File: config.mk
export PLATFORM = sky130hd
export DESIGN_NAME = two_button_shutter_control_top_flat
export DESIGN_NICKNAME = d
export VERILOG_FILES = /design/src/hdl/tbsc_pkg.sv /design/src/hdl/tbsc_if.sv /design/src/hdl/tbsc_cfg_regs.sv /design/src/hdl/tbsc_key_eval.sv /design/src/hdl/two_button_shutter_control_top.sv /design/src/flat_wrapper.sv
export SDC_FILE = /design/constraint.sdc
export NUM_CORES = 1
export LEC_CHECK = 0
export BUFFER_PORTS_ARGS = -buffer_cell sky130_fd_sc_hd__buf_4
export CORE_MARGIN = 3
export CORE_UTILIZATION = 50
export CTS_BUF_LIST = sky130_fd_sc_hd__clkbuf_4 sky130_fd_sc_hd__clkbuf_8 sky130_fd_sc_hd__clkbuf_16
export CTS_CLUSTER_DIAMETER = 200
export DETAILED_ROUTE_END_ITERATION = 6
export MAX_ROUTING_LAYER = met4
export PLACE_DENSITY = 0.67
export SLEW_MARGIN = 20
export SYNTH_ARGS = -nofsm -noshare
export SYNTH_HDL_FRONTEND = slang
export SYNTH_HIERARCHICAL = 1
export SYNTH_SLANG_ARGS = --single-unit
File: constraint.sdc
create_clock -name clk -period 6.2 [get_ports clk]
set_input_delay 1.24 -clock clk [delete_from_list [all_inputs] [get_ports clk]]
set_output_delay 1.24 -clock clk [all_outputs]
set_load 0.05 [all_outputs]
File: src/hdl/tbsc_pkg.sv
`timescale 1ns / 1ps
// ----------------------------------------------------------------------------
// tbsc_pkg
// Shared types, codes and helpers of the two-button shutter control.
// ----------------------------------------------------------------------------
package tbsc_pkg;

  localparam int COUNT_W   = 8;
  localparam int CFG_IDX_W = 2;
  localparam int CMD_W     = 2;
  localparam int MODE_W    = 3;

  localparam logic [COUNT_W:0] COUNT_CEILING = (COUNT_W + 1)'(254);

  typedef logic [COUNT_W-1:0] count_t;

  typedef enum logic [MODE_W-1:0] {
    MODE_IDLE      = 3'd0,
    MODE_FULL_UP   = 3'd1,
    MODE_HOLD_UP   = 3'd2,
    MODE_FULL_DOWN = 3'd3,
    MODE_HOLD_DOWN = 3'd4
  } mode_t;

  typedef enum logic [CMD_W-1:0] {
    CMD_NONE = 2'd0,
    CMD_STOP = 2'd1,
    CMD_UP   = 2'd2,
    CMD_DOWN = 2'd3
  } cmd_t;

  typedef enum logic [CFG_IDX_W-1:0] {
    CFG_START = 2'd0,
    CFG_HOLD  = 2'd1,
    CFG_STOP  = 2'd2,
    CFG_NONE  = 2'd3
  } cfg_idx_t;

  localparam count_t START_TICKS_RST = count_t'(5);
  localparam count_t HOLD_TICKS_RST  = count_t'(40);
  localparam count_t STOP_TICKS_RST  = count_t'(5);

  typedef struct packed {
    count_t start_ticks;
    count_t hold_ticks;
    count_t stop_ticks;
  } cfg_t;

  typedef struct packed {
    count_t press_cnt;
    count_t rel_cnt;
  } key_cnt_t;

  // increment, held at the ceiling
  function automatic count_t sat_inc(input count_t c);
    logic [COUNT_W:0] s;
    s = {1'b0, c} + (COUNT_W + 1)'(1);
    return (s > COUNT_CEILING) ? COUNT_CEILING[COUNT_W-1:0] : s[COUNT_W-1:0];
  endfunction

endpackage

File: src/hdl/tbsc_if.sv
`timescale 1ns / 1ps
// ----------------------------------------------------------------------------
// tbsc_if
// Channel interfaces: key samples in, results out, configuration writes.
// ----------------------------------------------------------------------------
interface tbsc_key_if;
  logic valid;
  logic ready;
  logic up_released;
  logic down_released;
  modport source (output valid, output up_released, output down_released, input ready);
  modport sink   (input valid, input up_released, input down_released, output ready);
endinterface

interface tbsc_res_if;
  logic                        valid;
  logic                        ready;
  logic [tbsc_pkg::CMD_W-1:0]  command;
  logic [tbsc_pkg::MODE_W-1:0] motion_mode;
  modport source (output valid, output command, output motion_mode, input ready);
  modport sink   (input valid, input command, input motion_mode, output ready);
endinterface

interface tbsc_cfg_if;
  logic                           valid;
  logic                           ready;
  logic [tbsc_pkg::CFG_IDX_W-1:0] index;
  logic [tbsc_pkg::COUNT_W-1:0]   data;
  modport source (output valid, output index, output data, input ready);
  modport sink   (input valid, input index, input data, output ready);
endinterface

File: src/hdl/tbsc_cfg_regs.sv
`timescale 1ns / 1ps
// ----------------------------------------------------------------------------
// tbsc_cfg_regs
// Threshold registers, written through the configuration channel.
// ----------------------------------------------------------------------------
module tbsc_cfg_regs (
  input  logic           clk,
  input  logic           rst,
  tbsc_cfg_if.sink       cfg,
  output tbsc_pkg::cfg_t cfg_q
);
  import tbsc_pkg::*;

  cfg_t regs;

  assign cfg.ready = 1'b1;
  assign cfg_q     = regs;

  always_ff @(posedge clk) begin
    if (rst) begin
      regs.start_ticks <= START_TICKS_RST;
      regs.hold_ticks  <= HOLD_TICKS_RST;
      regs.stop_ticks  <= STOP_TICKS_RST;
    end else if (cfg.valid) begin
      unique case (cfg_idx_t'(cfg.index))
        CFG_START: regs.start_ticks <= cfg.data;
        CFG_HOLD:  regs.hold_ticks  <= cfg.data;
        CFG_STOP:  regs.stop_ticks  <= cfg.data;
        default:   ;
      endcase
    end
  end

endmodule

File: src/hdl/tbsc_key_eval.sv
`timescale 1ns / 1ps
// ----------------------------------------------------------------------------
// tbsc_key_eval
// Rules of one key: start/stop toggle, hold mode entry and hold-mode release.
// ----------------------------------------------------------------------------
module tbsc_key_eval (
  input  logic               released,
  input  logic               dir_down,
  input  tbsc_pkg::cfg_t     cfg_q,
  input  tbsc_pkg::key_cnt_t cnt,
  input  tbsc_pkg::mode_t    mode_in,
  input  tbsc_pkg::cmd_t     cmd_in,
  output tbsc_pkg::key_cnt_t cnt_next,
  output tbsc_pkg::mode_t    mode_out,
  output tbsc_pkg::cmd_t     cmd_out
);
  import tbsc_pkg::*;

  mode_t full_mode;
  mode_t hold_mode;
  cmd_t  drive_cmd;

  assign full_mode = dir_down ? MODE_FULL_DOWN : MODE_FULL_UP;
  assign hold_mode = dir_down ? MODE_HOLD_DOWN : MODE_HOLD_UP;
  assign drive_cmd = dir_down ? CMD_DOWN : CMD_UP;

  always_comb begin
    mode_out = mode_in;
    cmd_out  = cmd_in;
    if (released) begin
      if (mode_in == hold_mode && cnt.rel_cnt == cfg_q.stop_ticks) begin
        mode_out = MODE_IDLE;
        cmd_out  = CMD_STOP;
      end
      cnt_next.press_cnt = '0;
      cnt_next.rel_cnt   = sat_inc(cnt.rel_cnt);
    end else begin
      if (cnt.press_cnt == cfg_q.start_ticks) begin
        if (mode_in != MODE_IDLE) begin
          mode_out = MODE_IDLE;
          cmd_out  = CMD_STOP;
        end else begin
          mode_out = full_mode;
          cmd_out  = drive_cmd;
        end
      end
      // hold wins over the toggle's mode when both thresholds match; the toggle's command stays
      if (cnt.press_cnt == cfg_q.hold_ticks) begin
        mode_out = hold_mode;
      end
      cnt_next.press_cnt = sat_inc(cnt.press_cnt);
      cnt_next.rel_cnt   = '0;
    end
  end

endmodule

File: src/hdl/two_button_shutter_control_top.sv
`timescale 1ns / 1ps
// ----------------------------------------------------------------------------
// two_button_shutter_control_top
// Two-key shutter control: key counters, motion mode and motor command.
// ----------------------------------------------------------------------------
// an accepted key beat passes the input register, then the result register
// throughput: one key beat per cycle while the result side is ready, set by the combinational key logic
//   between the input register and the result register
// reset (rst, synchronous): counters cleared, mode idle, thresholds 5/40/5,
//   both pipeline registers empty
module two_button_shutter_control_top (
  input  logic       clk,
  input  logic       rst,
  tbsc_key_if.sink   key_in,
  tbsc_res_if.source res_out,
  tbsc_cfg_if.sink   cfg
);
  import tbsc_pkg::*;

  cfg_t cfg_q;

  // input register
  logic s1_valid;
  logic s1_up_rel;
  logic s1_down_rel;

  // key state
  key_cnt_t up_cnt;
  key_cnt_t down_cnt;
  mode_t    mode;

  // result register
  logic  res_valid;
  cmd_t  res_cmd;
  mode_t res_mode;

  key_cnt_t up_cnt_next;
  key_cnt_t down_cnt_next;
  mode_t    mode_mid;
  mode_t    mode_next;
  cmd_t     cmd_mid;
  cmd_t     cmd_next;

  logic s2_load;
  logic s1_load;

  tbsc_cfg_regs u_cfg (
    .clk   (clk),
    .rst   (rst),
    .cfg   (cfg),
    .cfg_q (cfg_q)
  );

  tbsc_key_eval u_up (
    .released (s1_up_rel),
    .dir_down (1'b0),
    .cfg_q    (cfg_q),
    .cnt      (up_cnt),
    .mode_in  (mode),
    .cmd_in   (CMD_NONE),
    .cnt_next (up_cnt_next),
    .mode_out (mode_mid),
    .cmd_out  (cmd_mid)
  );

  // down key sees the mode left by the up key
  tbsc_key_eval u_down (
    .released (s1_down_rel),
    .dir_down (1'b1),
    .cfg_q    (cfg_q),
    .cnt      (down_cnt),
    .mode_in  (mode_mid),
    .cmd_in   (cmd_mid),
    .cnt_next (down_cnt_next),
    .mode_out (mode_next),
    .cmd_out  (cmd_next)
  );

  assign s2_load      = s1_valid && (!res_valid || res_out.ready);
  assign s1_load      = key_in.valid && key_in.ready;
  assign key_in.ready = !s1_valid || s2_load;

  assign res_out.valid       = res_valid;
  assign res_out.command     = res_cmd;
  assign res_out.motion_mode = res_mode;

  always_ff @(posedge clk) begin
    if (rst) begin
      s1_valid  <= 1'b0;
      res_valid <= 1'b0;
      up_cnt    <= '0;
      down_cnt  <= '0;
      mode      <= MODE_IDLE;
    end else begin
      if (s1_load) begin
        s1_valid <= 1'b1;
      end else if (s2_load) begin
        s1_valid <= 1'b0;
      end
      if (s2_load) begin
        res_valid <= 1'b1;
        up_cnt    <= up_cnt_next;
        down_cnt  <= down_cnt_next;
        mode      <= mode_next;
      end else if (res_out.ready) begin
        res_valid <= 1'b0;
      end
    end
  end

  always_ff @(posedge clk) begin
    if (s1_load) begin
      s1_up_rel   <= key_in.up_released;
      s1_down_rel <= key_in.down_released;
    end
    if (s2_load) begin
      res_cmd  <= cmd_next;
      res_mode <= mode_next;
    end
  end

  // a key never has both counters running
  a_cnt_exclusive: assert property (@(posedge clk) disable iff (rst)
    !((up_cnt.press_cnt != '0 && up_cnt.rel_cnt != '0) ||
      (down_cnt.press_cnt != '0 && down_cnt.rel_cnt != '0)))
    else $error("press and release counters both non-zero");

  a_cnt_ceiling: assert property (@(posedge clk) disable iff (rst)
    {1'b0, up_cnt.press_cnt} <= COUNT_CEILING && {1'b0, up_cnt.rel_cnt} <= COUNT_CEILING &&
    {1'b0, down_cnt.press_cnt} <= COUNT_CEILING &&
    {1'b0, down_cnt.rel_cnt} <= COUNT_CEILING)
    else $error("counter above ceiling");

  a_advance_gives_result: assert property (@(posedge clk) disable iff (rst)
    s2_load |=> res_valid && res_mode == $past(mode_next))
    else $error("advanced item did not reach the result register");

  a_stall_only_when_full: assert property (@(posedge clk) disable iff (rst)
    !key_in.ready |-> s1_valid && res_valid && !res_out.ready)
    else $error("input stalled with room in the pipeline");

endmodule

File: src/flat_wrapper.sv
// flat-port wrapper written by rule: the top's interface ports become plain ports
module two_button_shutter_control_top_flat import tbsc_pkg::*;
  (clk, rst, key_in_valid, key_in_up_released, key_in_down_released, key_in_ready, res_out_valid, res_out_command, res_out_motion_mode, res_out_ready, cfg_valid, cfg_index, cfg_data, cfg_ready);
  tbsc_key_if key_in_i ();
  tbsc_res_if res_out_i ();
  tbsc_cfg_if cfg_i ();
  input  logic clk;
  input  logic rst;
  input wire logic [$bits(key_in_i.valid)-1:0] key_in_valid;
  input wire logic [$bits(key_in_i.up_released)-1:0] key_in_up_released;
  input wire logic [$bits(key_in_i.down_released)-1:0] key_in_down_released;
  output wire logic [$bits(key_in_i.ready)-1:0] key_in_ready;
  output wire logic [$bits(res_out_i.valid)-1:0] res_out_valid;
  output wire logic [$bits(res_out_i.command)-1:0] res_out_command;
  output wire logic [$bits(res_out_i.motion_mode)-1:0] res_out_motion_mode;
  input wire logic [$bits(res_out_i.ready)-1:0] res_out_ready;
  input wire logic [$bits(cfg_i.valid)-1:0] cfg_valid;
  input wire logic [$bits(cfg_i.index)-1:0] cfg_index;
  input wire logic [$bits(cfg_i.data)-1:0] cfg_data;
  output wire logic [$bits(cfg_i.ready)-1:0] cfg_ready;
  assign key_in_i.valid = key_in_valid;
  assign key_in_i.up_released = key_in_up_released;
  assign key_in_i.down_released = key_in_down_released;
  assign key_in_ready = key_in_i.ready;
  assign res_out_valid = res_out_i.valid;
  assign res_out_command = res_out_i.command;
  assign res_out_motion_mode = res_out_i.motion_mode;
  assign res_out_i.ready = res_out_ready;
  assign cfg_i.valid = cfg_valid;
  assign cfg_i.index = cfg_index;
  assign cfg_i.data = cfg_data;
  assign cfg_ready = cfg_i.ready;
  two_button_shutter_control_top u_core (.clk(clk), .rst(rst), .key_in(key_in_i), .res_out(res_out_i), .cfg(cfg_i));
endmodule
# After elaboration in Yosys (flattened, before gate mapping)
# Index checks and enable logic that the tools add are counted.
[word_totals]
ff_bits = 68
out_inout_bits = 8
[classes]
addsub = 4
n_lt_le_gt_ge = 4
eq_ne = 10
muxes = 28
reduce_logical = 16
[ops]
columns = ["operator", "count"]
rows = [
  ["equality test 8 bit", 6],
  ["adder 8 x 1 -> 9 bit, second input constant", 4],
  ["> comparator 9 x 8 -> 1 bit, second input constant", 4],
  ["two-way mux 16 bit", 2],
  ["two-way mux 8 bit", 4],
  ["two-way mux 3 bit", 8],
  ["two-way mux 2 bit", 8],
  ["two-way mux 1 bit", 6],
  ["AND reduction 2 bit", 3],
  ["nonzero test 3 bit", 2],
  ["logical AND 1 bit", 4],
  ["nonzero test 2 bit", 2],
  ["equality test 3 x 2 -> 1 bit, second input constant", 1],
  ["equality test 3 bit, second input constant", 1],
  ["equality test 2 x 1 -> 1 bit, second input constant", 1],
  ["equality test 2 bit, second input constant", 1],
  ["zero test 1 bit", 2],
  ["zero test 2 bit", 1],
  ["logical OR 1 bit", 2],
]

# Depth between registers and ports, before layout
[logic_depth]
word_depth = 10
ltp_mapped = 13

# By module
# Netlist, hierarchy kept.
[by_module_without_submodules]
columns = ["mod", "n_inst", "cells_per_inst", "area_each_um2", "seq_area_each_um2"]
rows = [
  ["tbsc_key_eval", 2, 150, 1034.7, 0.0],
  ["two_button_shutter_control_top", 1, 171, 1881.8, 950.9],
  ["tbsc_cfg_regs", 1, 97, 1002.2, 480.5],
]

# Least setup slack after synthesis
# No wires, ideal clock.
[synth_path]
path_type = "in2out"
from = "input port res_out_ready"
to = "output port key_in_ready"
t_arrival_ps = 1672
path_slack_ps = 3288
cell_stages = 2
path_buffers = 0
path_cell_list = "nor2b_4 > nand2_1"
[synth_between]
elab_chain_cells = 3
[synth_lines]
columns = ["element", "line_no", "rtl"]
rows = [
  ["start, declared", "flat_wrapper.sv:16", "input wire logic [$bits(res_out_i.ready)-1:0] res_out_ready;"],
  ["logical OR 1 bit", "two_button_shutter_control_top.sv:79", "assign s2_load = s1_valid && (!res_valid || res_out.ready);"],
  ["logical AND 1 bit", "two_button_shutter_control_top.sv:79", ""],
  ["logical OR 1 bit", "two_button_shutter_control_top.sv:81", "assign key_in.ready = !s1_valid || s2_load;"],
  ["end, declared", "flat_wrapper.sv:12", "output wire logic [$bits(key_in_i.ready)-1:0] key_in_ready;"],
]
# Every way passes these cells.

# Final worst setup path
# Ends and elaborated chain as after synthesis.

==> results by group <==
Yosys
  • Warnings from Yosys: 6
  • Synth top area share: 24.65%
  • Number of storage elements in the synthesis netlist: between 60 and 70
  • Distinct cells, synth: 50
  • Post-Syn Area: a little under 0.005 mm²
  • Ranking of synthesized cells by area: sky130_fd_sc_hd__dfxtp_1 (25%), sky130_fd_sc_hd__mux2i_1 (14%), sky130_fd_sc_hd__nand2b_1 (13%)
  • Commonest register cell after synthesis: sky130_fd_sc_hd__dfxtp_1
  • Number of enable flip-flop cells after synthesis: 7
  • Post-synth top area cell: sky130_fd_sc_hd__dfxtp_1
  • Synthesized instance count: around 570
  • Fraction of registers with async set/reset: 0%
  • Most used standard cell by instance count after synthesis: sky130_fd_sc_hd__nand2b_1
  • Post-synthesis sequential area ratio: 28.90%
  • Avg Synthesized Cell Area: roughly 8.7 µm²
  • Post-synth top cells: sky130_fd_sc_hd__nand2b_1 (102), sky130_fd_sc_hd__mux2i_1 (67), sky130_fd_sc_hd__dfxtp_1 (61), sky130_fd_sc_hd__xnor2_1 (42), sky130_fd_sc_hd__xor2_1 (24)

STA
  • Clock period minus worst slack: 3.037 ns
  • Setup TNS: 0 ns
  • Clock Skew: approximately 0.012 ns
  • Slew of the pin with the lowest slew margin: 0.7517 ns
  • Slew margin rel.: 49.89%
  • Portion of the clock cycle consumed by the worst path in the final layout: around half
  • Final Slew Violations: 0
  • Maximum clock frequency: 0.3292 GHz
  • Post-Route Hold Slack: about 0.53 ns
  • Hold violation total from the final report: 0
  • Final setup violation count: 0
  • Setup repair after global routing missed its margin: no

Hold path
  • WHS Path Cells: 2
  • Worst hold path endpoint: u_core/u_cfg/cfg_q[12]
  • Beginning of the worst hold path: u_core/u_cfg/cfg_q[12]
  • Type of the most critical hold path: reg -> reg

Critical path
  • Cell type of the slowest stage on the worst timing path: sky130_fd_sc_hd__buf_4
  • Largest fanout of any net on the critical path: 4
  • Reg2reg start: u_core/up_cnt[10]
  • Critical Path End Type: primary output
  • Reg-to-reg slack, setup: 3.25 ns
  • Arrival time of data at the critical path endpoint: 1.80 ns
  • Crit path required time: 4.96 ns
  • Crit-path max cell delay: roughly 0.19 ns
  • Start-to-end type of the worst setup path: in -> out
  • Worst r2r dst: u_core/mode[1]
  • Cell repeated most along the worst path: sky130_fd_sc_hd__buf_4
  • Length in cells of the worst reg-to-reg path: 11
  • Crit path cell chain: buf_4 > nor2b_4 > nand2_1 > buf_4
  • Launching element type of the critical path: primary input

Floorplanning
  • Die Width: 105.5 µm
  • Top-Level Pins: 25
  • Initial cell density of the core: 52.61%
  • Site row count: 35
  • Core outline area: 0.009415 mm²
  • Chip height: approximately 110 µm
  • Die area: 0.01114 mm²

Place
  • I/O Buffers: 23
  • Placer Congestion: 0.8686
  • DPL Wire Length: 7207 µm

Job
  • Max Cap Violations: 0

CTS
  • Worst-skew pair later-pin latency: 0.35 ns
  • Post-CTS setup buffer count: 0
  • Maximum clock insertion buffer count: 2
  • Hold buffer count at CTS: 0
  • Inserted Clock Buffers: 9
  • Maximum level of the CTS H-tree: 3
  • Post-cts resize count: 0
  • TritonCTS clock tree: done
  • CTS Sinks: 68
  • Clock root buffer: sky130_fd_sc_hd__clkbuf_8
  • Post-CTS clock slew at the launch and capture registers of the worst setup and hold paths: 0.07 ns

Layout
  • Area growth syn-to-layout: 6.896%
  • Count of inserted antenna diode cells: 0
  • Post-route core utilization: 56.24%
  • Filler Cell Count: about 870
  • Count of nets after finishing: between 500 and 600
  • Fraction of layout instances using a drive strength above 1: 8.421%

Routing
  • DRC viols: 0
  • First-pass detailed-route iteration total: 4
  • Via count: 3841
  • Final wirelength: 10360 µm
  • Average wire per standard cell: 14.82 µm
  • Post-route antenna net violation count: 0
  • Avg Vias per Cell: 5.495
  • Detailed router's first-iteration violation count: roughly 210

Outcome
  • Run status: finished clean

GRT
  • Remaining global-route overflow: 0
  • Overall fraction of global-route tracks in use: 19.60%
  • Number of global-route vias before repair: 3631
  • Antenna violations before repair: 0
  • Maximum number of pins on one net before global-route repair: between 100 and 150
  • First-pass GRT wire length: 17590 µm

Pwr
  • P per Cell Area: roughly 190 mW/mm²
  • Static Leakage: slightly below 2 nW
  • Final total power: 1.015 mW
  • Max rail drop VDD: 159.6 µV
-- where the power goes --
part	total, mW	internal (mW)	switching, mW
combinational	0.104	0.0490	0.0552
clock	0.441	0.265	0.176
sequential	0.470	0.454	0.0156
-- routing by layer --
metal	part of all wire (%)	up-vias	track usage, %
li1	-	1926	-
met1	49	1826	26.59
met2	45	76	30.05
met3	4.8	13	3.307
met4	0.95	0	6.013
met5	0	-	-
-- worst max-delay path by stage --
| stage | startpoint | endpoint | slack, ns | cells past startpoint |
|---|---|---|---|---|
| after floorplan | res_out_ready | key_in_ready | 3.29 | 2 |
| after global placement | res_out_ready | key_in_ready | 3.18 | 4 |
| after detailed placement | res_out_ready | key_in_ready | 3.16 | 4 |
| after CTS | res_out_ready | key_in_ready | 3.16 | 4 |
| after global routing | u_core/up_cnt[8] | u_core/mode[1] | 2.88 | 11 |
| final | res_out_ready | key_in_ready | 3.16 | 4 |
-- metrics by stage --
step	cell area, µm²	setup slack [ns]	std cells
after floorplan	5006	3.288	582
after global placement	5059	3.180	684
after detailed placement	5059	3.159	684
after CTS	5295	3.157	699
after global routing	5295	2.881	699
final	5295	3.163	699
-- area by class of cell --
| type | instances | area, µm² | share of cell area [%] |
|---|---|---|---|
| clock buffer | 12 | 170.2 | 3.214 |
| clock inverter | 3 | 66.31 | 1.252 |
| inverter | 11 | 41.29 | 0.7798 |
| multi-input combinational | 451 | 3237 | 61.13 |
| sequential | 68 | 1431 | 27.03 |
| tap | 129 | 161.4 | 3.048 |
| timing repair buffer | 25 | 187.7 | 3.544 |
-- critical path: cells and delay by family --
family	cells	cell delay, ns
buffers and inverters	2	0.31
AND/OR/NAND/NOR	2	0.25
-- layout by cell type, fill, tap and decap left out, types with 6 or more instances in the layout --
cell type	Yosys	final
sky130_fd_sc_hd__ha_1	8	8
sky130_fd_sc_hd__nor3_1	8	8
sky130_fd_sc_hd__clkbuf_8	0	10
sky130_fd_sc_hd__nor2b_1	6	6
sky130_fd_sc_hd__nor2_1	22	22
sky130_fd_sc_hd__xor2_1	24	24
sky130_fd_sc_hd__dfxtp_1	61	61
sky130_fd_sc_hd__and3_1	8	8
sky130_fd_sc_hd__nand2b_1	102	102
sky130_fd_sc_hd__o21ai_0	12	12
sky130_fd_sc_hd__mux2i_1	67	67
sky130_fd_sc_hd__xnor2_1	42	42
sky130_fd_sc_hd__buf_4	5	25
sky130_fd_sc_hd__inv_1	11	11
sky130_fd_sc_hd__edfxtp_1	7	7
sky130_fd_sc_hd__nand3_1	12	12
sky130_fd_sc_hd__nand2_1	15	15
sky130_fd_sc_hd__a21oi_1	22	22
sky130_fd_sc_hd__nand4_1	14	14
sky130_fd_sc_hd__nand3b_1	7	7
sky130_fd_sc_hd__conb_1	3	17
sky130_fd_sc_hd__a31oi_1	8	8
-- state kept, by name (all words and copies together), names as in the netlist, 2 cells and up --
register,count
u_core/down_cnt,16
u_core/mode,3
u_core/res_out.command,2
u_core/res_out.motion_mode,3
u_core/u_cfg/cfg_q,24
u_core/up_cnt,16
-- kinds of logic (layout without fill, tap and decap cells) --
group / count (synthesis) / count (layout) / share of synthesized area [%]
XOR/XNOR: 66 / 66 / 11.67
multiplexers: 67 / 67 / 13.54
other: 3 / 17 / 0.2273
AO/OA/AOI/OAI: 70 / 70 / 9.195
buffers and inverters: 63 / 51 / 6.921
adder cells (fa/ha/maj): 8 / 8 / 2.021
flip-flops: 68 / 68 / 28.90
AND/OR/NAND/NOR: 223 / 223 / 27.53
(Power assumes the default switching activity.)
